File: config.mk
export PLATFORM = sky130hd
export DESIGN_NAME = gf2mv_ctrl
export DESIGN_NICKNAME = d
export VERILOG_FILES = /design/src/gf2mv_pkg.sv /design/src/gf2mv_ctrl.sv
export SDC_FILE = /design/constraint.sdc
export NUM_CORES = 1
export LEC_CHECK = 0
export BUFFER_PORTS_ARGS = -buffer_cell sky130_fd_sc_hd__buf_2
export CAP_MARGIN = 20
export CORE_AREA = 3 3 40 42
export CTS_BUF_LIST = sky130_fd_sc_hd__clkbuf_16
export DETAILED_ROUTE_END_ITERATION = 8
export DIE_AREA = 0 0 43 45
export PLACE_DENSITY = 0.46
export SETUP_SLACK_MARGIN = 0.05
export SYNTH_ARGS = -nofsm -noshare
export SYNTH_HDL_FRONTEND = slang
export SYNTH_SLANG_ARGS = --single-unit
File: constraint.sdc
create_clock -name aclk -period 1.75 [get_ports aclk]
set_clock_uncertainty 0.15 [all_clocks]
set_input_delay 0.35 -clock aclk [delete_from_list [all_inputs] [get_ports aclk]]
set_output_delay 0.35 -clock aclk [all_outputs]
set_load 0.03 [all_outputs]
File: src/gf2mv_pkg.sv
`default_nettype none

package gf2mv_pkg;

    localparam int MAX_ROWS_DEF = 64;
    localparam int MAX_COLS_DEF = 64;

    // fixed field widths
    localparam int ACT_W  = 3;
    localparam int IDX_W  = 6;
    localparam int STAT_W = 2;
    localparam int WGT_W  = 7;
    localparam int DIM_W  = 7;
    localparam int Y_W    = 64;
    localparam int CFG_AW = 1;

    // actions
    localparam logic [ACT_W-1:0] ACT_SET    = 3'd0;
    localparam logic [ACT_W-1:0] ACT_CLEAR  = 3'd1;
    localparam logic [ACT_W-1:0] ACT_GET    = 3'd2;
    localparam logic [ACT_W-1:0] ACT_ZERO   = 3'd3;
    localparam logic [ACT_W-1:0] ACT_VECTOR = 3'd4;

    // result status
    localparam logic [STAT_W-1:0] STS_DONE      = 2'd0;
    localparam logic [STAT_W-1:0] STS_NO_CHANGE = 2'd1;
    localparam logic [STAT_W-1:0] STS_RANGE     = 2'd2;

    // configuration register indexes
    localparam logic [CFG_AW-1:0] CFG_ROWS_IN_USE = 1'b0;
    localparam logic [CFG_AW-1:0] CFG_COLS_IN_USE = 1'b1;

    localparam logic [DIM_W-1:0] DIM_RESET = 7'd64;

    typedef struct packed {
        logic capture;
        logic exec;
        logic scan;
        logic emit;
    } ctl_cmd_t;

    typedef struct packed {
        logic need_scan;
        logic scan_done;
    } dp_stat_t;

endpackage

`default_nettype wire

File: src/gf2mv_ctrl.sv
`default_nettype none

module gf2mv_ctrl (
    input  wire logic                aclk,
    input  wire logic                aresetn,
    input  wire logic                s_valid,
    output logic                     s_ready,
    output logic                     m_valid,
    input  wire logic                m_ready,
    input  wire gf2mv_pkg::dp_stat_t stat,
    output gf2mv_pkg::ctl_cmd_t      cmd
);

    typedef enum logic [1:0] {
        ST_IDLE,
        ST_EXEC,
        ST_SCAN
    } state_t;

    state_t state_reg, state_next;
    logic   pending_reg, pending_next;
    logic   m_valid_reg, m_valid_next;
    logic   out_free;
    logic   accept;
    logic   emit;

    // output slot can take a beat this cycle
    assign out_free = !m_valid_reg || m_ready;
    assign s_ready  = (state_reg == ST_IDLE) && (!pending_reg || out_free);
    assign accept   = s_valid && s_ready;
    assign emit     = (state_reg == ST_IDLE) && pending_reg && out_free;

    assign cmd.capture = accept;
    assign cmd.exec    = (state_reg == ST_EXEC);
    assign cmd.scan    = (state_reg == ST_SCAN);
    assign cmd.emit    = emit;

    assign m_valid = m_valid_reg;

    always_comb begin
        state_next   = state_reg;
        pending_next = pending_reg;
        m_valid_next = m_valid_reg;
        if (emit) begin
            m_valid_next = 1'b1;
            pending_next = 1'b0;
        end else if (m_ready) begin
            m_valid_next = 1'b0;
        end
        case (state_reg)
            ST_IDLE: begin
                if (accept) begin
                    state_next = ST_EXEC;
                end
            end
            ST_EXEC: begin
                pending_next = 1'b1;
                state_next   = stat.need_scan ? ST_SCAN : ST_IDLE;
            end
            ST_SCAN: begin
                if (stat.scan_done) begin
                    state_next = ST_IDLE;
                end
            end
            default: begin
                state_next = ST_IDLE;
            end
        endcase
    end

    always_ff @(posedge aclk) begin
        if (!aresetn) begin
            state_reg   <= ST_IDLE;
            pending_reg <= 1'b0;
            m_valid_reg <= 1'b0;
        end else begin
            state_reg   <= state_next;
            pending_reg <= pending_next;
            m_valid_reg <= m_valid_next;
        end
    end

    // an accepted item always goes straight to execution
    a_accept_exec: assert property (@(posedge aclk) disable iff (!aresetn)
        (s_valid && s_ready) |=> (state_reg == ST_EXEC))
        else $error("accepted item did not enter execution");

    // a finished item leaves a pending result
    a_exec_pending: assert property (@(posedge aclk) disable iff (!aresetn)
        (state_reg == ST_EXEC) |=> pending_reg)
        else $error("executed item left no pending result");

    // a result never overwrites a beat that is still stalled
    a_emit_free: assert property (@(posedge aclk) disable iff (!aresetn)
        emit |-> (!m_valid_reg || m_ready))
        else $error("result loaded over a stalled beat");

    // no new item while an older result has nowhere to go
    a_no_overrun: assert property (@(posedge aclk) disable iff (!aresetn)
        (s_valid && s_ready && pending_reg) |-> emit)
        else $error("item accepted while a result is stuck");

endmodule

`default_nettype wire

==> results of run 1 <==
Yosys cell counts:
| master | n | area, um2 |
|---|---|---|
| nand3b_1 | 1 | 7.510 |
| and2_1 | 1 | 6.260 |
| nor4b_1 | 1 | 8.760 |
| o21a_1 | 1 | 7.510 |
| nor3b_1 | 1 | 7.510 |
| buf_4 | 3 | 22.52 |
| o31a_1 | 1 | 8.760 |
| nor2b_1 | 4 | 25.02 |
| or3b_1 | 1 | 8.760 |
| nand2_1 | 1 | 3.750 |
| a21boi_1 | 1 | 7.510 |
| nor4_1 | 1 | 6.260 |
| and3b_1 | 1 | 8.760 |
| nor3_1 | 1 | 5.000 |
| dfxtp_1 | 4 | 80.08 |
what timing repair did:
item | 4_1_cts | 5_1_grt
gates resized for setup | 3 | 4
cloned | 0 | 0
setup buffers | 0 | 2
pin swaps | 0 | 1
setup endpoints to repair | 2 | 3
worst reg2reg max path, stage by stage (launching register included):
cell and delay [ns]:
dfxtp_1 0.37, buf_4 0.17, or3b_1 0.34, a21boi_1 0.14
area by class of cell:
cell class                 instances  area (um2)
clock buffer                       3       75.07
fill                             134       897.1
multi-input combinational         16       128.9
sequential                         4       82.58
tap                               15       18.77
timing repair buffer              14       82.58
where the power goes:
part | total (mW) | leakage [nW] | internal [mW] | switching, mW
Combinational | 0.0497 | 0.112 | 0.0221 | 0.0276
Sequential | 0.102 | 0.0335 | 0.0966 | 0.00514
Clock | 0.347 | 0.0370 | 0.291 | 0.0556
Total | 0.498 | 0.183 | 0.410 | 0.0884
path summary, 6_finish.rpt:
check,from,end,slack (ns),cells after the start
setup / recovery,pending_reg,cmd[3],0.08,3
hold / removal,s_valid,state_reg[0],0.22,3
setup reg to reg,state_reg[1],state_reg[1],0.51,3
hold reg to reg,state_reg[0],state_reg[0],0.38,1
stage by stage:
| stage | util | instances | setup slack (ns) |
|---|---|---|---|
| after global placement | 0.2162 | 47 | 0.1294 |
| after floorplan | - | 23 | 0.1832 |
| final | 0.3019 | 52 | 0.08271 |
| after detailed placement | 0.2162 | 47 | 0.1280 |
| after CTS | 0.2853 | 50 | 0.07605 |
| after global routing | 0.3019 | 52 | 0.03034 |
logic make-up after synthesis:
| group | after synthesis |
|---|---|
| buffers and inverters | 3 |
| DFF | 4 |
| and+or+nand+nor | 13 |
| AOI/OAI and AO/OA | 3 |
per-layer routing:
layer / vias to the layer above / part of all wire / track usage
met5: - / 0 / 0
met1: 95 / 0.36 / 0.05060
met4: 0 / 0 / 0.03614
li1: 109 / - / -
met3: 0 / 0.047 / 0.02789
met2: 2 / 0.59 / 0.1048
==> results.md, run 1 <==
* DR DRC count at 0
* Top delay family on crit path: simple AND/OR/NAND/NOR gates
* CTS Sinks at 4
* Post-Synthesis Cells at 23
* Mean post-synth cell area at 9.302 um2
* Final Slew Violations at 0
* Initial antenna violation count at 0
* Core Region at 1285 um2
* Placed Area at 277.8 um2
* Design Area, Final at 387.9 um2
* Share of layout cells above drive strength 1 at 0.6216
* CP Data Required Time at 1.25 ns
* Max Clock Freq at 0.5998 GHz
* Post-synthesis compound-gate area fraction at 0.1111
* WL final at 507 um
* Final RePlAce weighted congestion at 0.6192
* Critical-path top delay cell: dfxtp_2
* Synth cell types at 15
* Final global-route overflow total at 0
* Period utilization at 0.9527
* Yosys reg bits at 4
* Max_cap viols at 0
* Xor/xnor cell area share of the yosys netlist at 0
* CP endpoint kind: output port
* Root Driver: clkbuf_16
* Simple-Gate Fraction of Synth Area at 0.4094
* Clock slew at reported path FFs at 0.03 ns
* Die height at 45 um
* # port buffers at 11
* Via count at 206
* Final Power at 0.4982 mW
* TritonCTS buffer count at 3
* Worst skew pair latency at 0.22 ns
* Unrepaired setup endpoints after global routing: yes
* Maximum root-to-sink buffer count at 2
* Relative slew slack at 0.8056
* Largest family of logic cells by synthesized area: simple AND/OR/NAND/NOR gates
* Adder-cell area share of the yosys netlist at 0
* Cts hold-fix bufs at 0
* Vias per Instance at 3.962
* Drt wl/cell at 9.750 um
* Post-route minimum period at 1.667 ns
* Final Hold Fails at 0
* Power Dens Cells at 1285 nW/um2
* Worst Setup Start Kind: flip-flop
* First-pass GRT wire length at 800 um
* Worst Tran Pin Value at 0.2890 ns
* Peak VDD IR at 0.6716 mV
* Mux cell area share after synthesis at 0
* Worst path bufs/invs at 1
* P_leak at 0.1828 nW
* CTS H-tree lvls at 1
* CTS tree: yes
* Total GRT Usage at 0.05745
* Final Net Count at 45
* Syn nets at 29
* CP arrival at 1.17 ns
* Total iterations of the first detailed-routing run at 2
* Rows at 13
* Vias in the first global route at 198
* Syn. warnings at 0
* Starting Density at 0.1665
* Commonest non-fill, non-tap cell in the layout: buf_2
* Largest register FFs at 2
* Kind of critical path: flip-flop to output port
* Die ar. at 1935 um2
* Hold_ws at 0.2190 ns
* Synth-to-Final Area Change at 81.29%
* Antenna Nets Post-Route at 0
* Critical path, cell by cell: and3b_2, nor4b_2, buf_4
* Largest net degree at the start of global routing at 9
* Post-DP HPWL at 401.7 um
* Ant diodes at 0
* Final setup violation count at 0
* Mapped Area at 214.0 um2
* Outcome: completed
* Seq/Total Area, Yosys at 0.3743
* Most frequent cells in the layout: buf_2, nor2b_1, buf_4, clkbuf_16
* I/O pin count at 12
* TNS Setup at 0 ns
* Min-delay worst type: input pin to flip-flop
* Critical path peak fanout at 3
* Slowest stage delay, CP at 0.31 ns
* Die width at 43 um
* Initial DRC Count at 1
Note: power is estimated with default switching activity, not from simulation.
==> inputs of run 2 (changes only) <==
ABC_AREA = 1   (was unset)
==> results.md, run 2 <==
* Outcome: completed
* Count leader, synth: inv_1
* Final RePlAce weighted congestion at 0.6904
* Post-CTS resize count at 0
* Synth-to-Final Area Change at 62.94%
* Kind of critical path: flip-flop to output port
* Mapped Area at 212.7 um2
* Worst Setup Start Kind: flip-flop
* Seq/Total Area, Yosys at 0.3765
* Initial DRC Count at 2
* Net Sw Frac at 0.1944
* Mean post-synth cell area at 6.446 um2
* Reg power frac at 0.198
* Post-DP HPWL at 343 um
* Unrepaired setup endpoints after global routing: no
* Die height at 45 um
* CTS tree: yes
* Post-synthesis compound-gate area fraction at 0.07059
* Share of layout cells above drive strength 1 at 0.4091
* Largest net degree at the start of global routing at 5
* Antenna Nets Post-Route at 0
* Worst skew pair latency at 0.22 ns
* Drt wl/cell at 7.661 um
* Met1 Use GR at 0.05516
* Commonest non-fill, non-tap cell in the layout: buf_2
* Die width at 43 um
* EDFF count, synth at 0
* Synth cell types at 8
* Critical path peak fanout at 3
* Max Clock Freq at 0.6328 GHz
* Worst Tran Pin Value at 0.1585 ns
* Via count at 211
* Placed Area at 264.0 um2
* Combinational power share at 0.101
* DP Cell Count at 56
* Critical-path top delay cell: dfxtp_1
* Rows at 13
* Worst path bufs/invs at 1
* CP arrival at 1.08 ns
* Final Power at 0.5027 mW
* Share of power burned in the clock network at 0.701
* Met3 Usage GRT at 0.04781
* Max_cap viols at 0
* Vias per Instance at 3.576
* Die ar. at 1935 um2
* DR DRC count at 0
* Area contributors post-synth: dfxtp_1, inv_1, buf_4
* Largest register FFs at 2
* Ant diodes at 0
* Final setup violation count at 0
* CP endpoint kind: output port
* Final Slew Violations at 0
* Relative slew slack at 0.8951
* Initial antenna violation count at 0
* Switching power at 0.09774 mW
* Met2 Use GR at 0.06886
* Main synth FF type: dfxtp_1
* Power Dens Cells at 1451 nW/um2
* Peak VDD IR at 0.3751 mV
* Yosys reg bits at 4
* Total GRT Usage at 0.05819
* Simple-Gate Fraction of Synth Area at 0.2882
* TritonCTS buffer count at 3
* Critical path, cell by cell: nor2_2, nand2_1, nor2_1, buf_4
* Vias in the first global route at 198
* Final Net Count at 52
* Min-delay worst type: input pin to flip-flop
* Synth top cells by count: inv_1, nand2_1, nor2_1
* Mux cell area share after synthesis at 0
* Pint at 0.4050 mW
* Non-Filler Instances at 59
* Root Driver: clkbuf_16
* Largest family of logic cells by synthesized area: simple AND/OR/NAND/NOR gates
* P_leak at 0.1893 nW
* Cts hold-fix bufs at 0
* Post-route minimum period at 1.580 ns
* TNS Setup at 0 ns
* GR peak layer: met4
* Most frequent cells in the layout: buf_2, inv_1, nand2_1, nor2_1, dfxtp_1
* Period utilization at 0.9030
* Clock slew at reported path FFs at 0.03 ns
* Async set-reset flop share out of synthesis at 0
* CTS Sinks at 4
* Total iterations of the first detailed-routing run at 2
* Final Hold Fails at 0
* Core Region at 1285 um2
* Synth top area share at 0.3765
* Syn. warnings at 0
* Design Area, Final at 346.6 um2
* Top delay family on crit path: simple AND/OR/NAND/NOR gates
* I/O pin count at 12
* Starting Density at 0.1655
* Syn nets at 39
* Adder-cell area share of the yosys netlist at 0
* Setup bufs post-CTS at 0
* CTS H-tree lvls at 1
* Maximum root-to-sink buffer count at 2
* Fin util at 0.2697
* Final global-route overflow total at 0
* Slowest stage delay, CP at 0.32 ns
* Xor/xnor cell area share of the yosys netlist at 0
* # port buffers at 11
* Yosys top cell by area: dfxtp_1
* CP Data Required Time at 1.25 ns
* First-pass GRT wire length at 752 um
* WL final at 452 um
* Post-Synthesis Cells at 33
[run 2: changes by cell type after synthesis, moves of 3 or more]
cell     previous run  this run
a21oi_1             0         3
inv_1               0         9
nand2_1             1         6
nor2_1              0         6
nor2b_1             4         0
[run 2: power groups by stage]
stage / Combinational [mW] / Sequential, mW / Clock, mW
2_1_floorplan: 0.0380 / 0.102 / 0
3_3_place_gp: 0.0493 / 0.100 / 0
3_5_place_dp: 0.0494 / 0.100 / 0
4_1_cts: 0.0497 / 0.0992 / 0.357
5_1_grt: 0.0566 / 0.100 / 0.362
6_report: 0.0505 / 0.0998 / 0.352
[run 2: final cells by class]
cell class,count,area (um2)
fill,145,938.4
timing repair buffer,11,57.56
inverter,9,33.78
multi-input combinational,17,81.33
sequential,4,80.08
tap,15,18.77
clock buffer,3,75.07
[run 2: stage by stage]
step	worst slack, ns	hold WS, ns
floorplan	0.2296	0.3253
finish	0.1697	0.2371
global placement	0.2078	0.3547
global route	0.05660	0.2549
detailed placement	0.2137	0.3563
CTS	0.07458	0.2343
[run 2: kinds of logic (layout without fill, tap and decap cells)]
| kind of cell | Yosys count | count (layout) |
|---|---|---|
| compound gates | 3 | 3 |
| flops | 4 | 4 |
| buf+inv | 12 | 23 |
| simple gates | 14 | 14 |
[run 2: metal layers]
layer	vias up	share of wire
met5	-	0
met4	0	0.038
met3	3	0.10
met2	10	0.42
met1	85	0.43
li1	113	-
[run 2: worst reg2reg max path, cell delays in order (launching register included)]
cell and delay [ns]:
dfxtp_1 0.35, inv_1 0.06, nor2_2 0.12, nand2_1 0.07, a21oi_1 0.13
[run 2: worst paths after layout]
kind                              startpoint           end  slack [ns]  cells after the start
worst max-delay path            state_reg[1]        cmd[3]        0.17                      4
worst max register to register  state_reg[0]  state_reg[1]        0.80                      4
worst min register to register       m_valid       m_valid        0.35                      2
worst min-delay path                 s_valid  state_reg[0]        0.24                      3
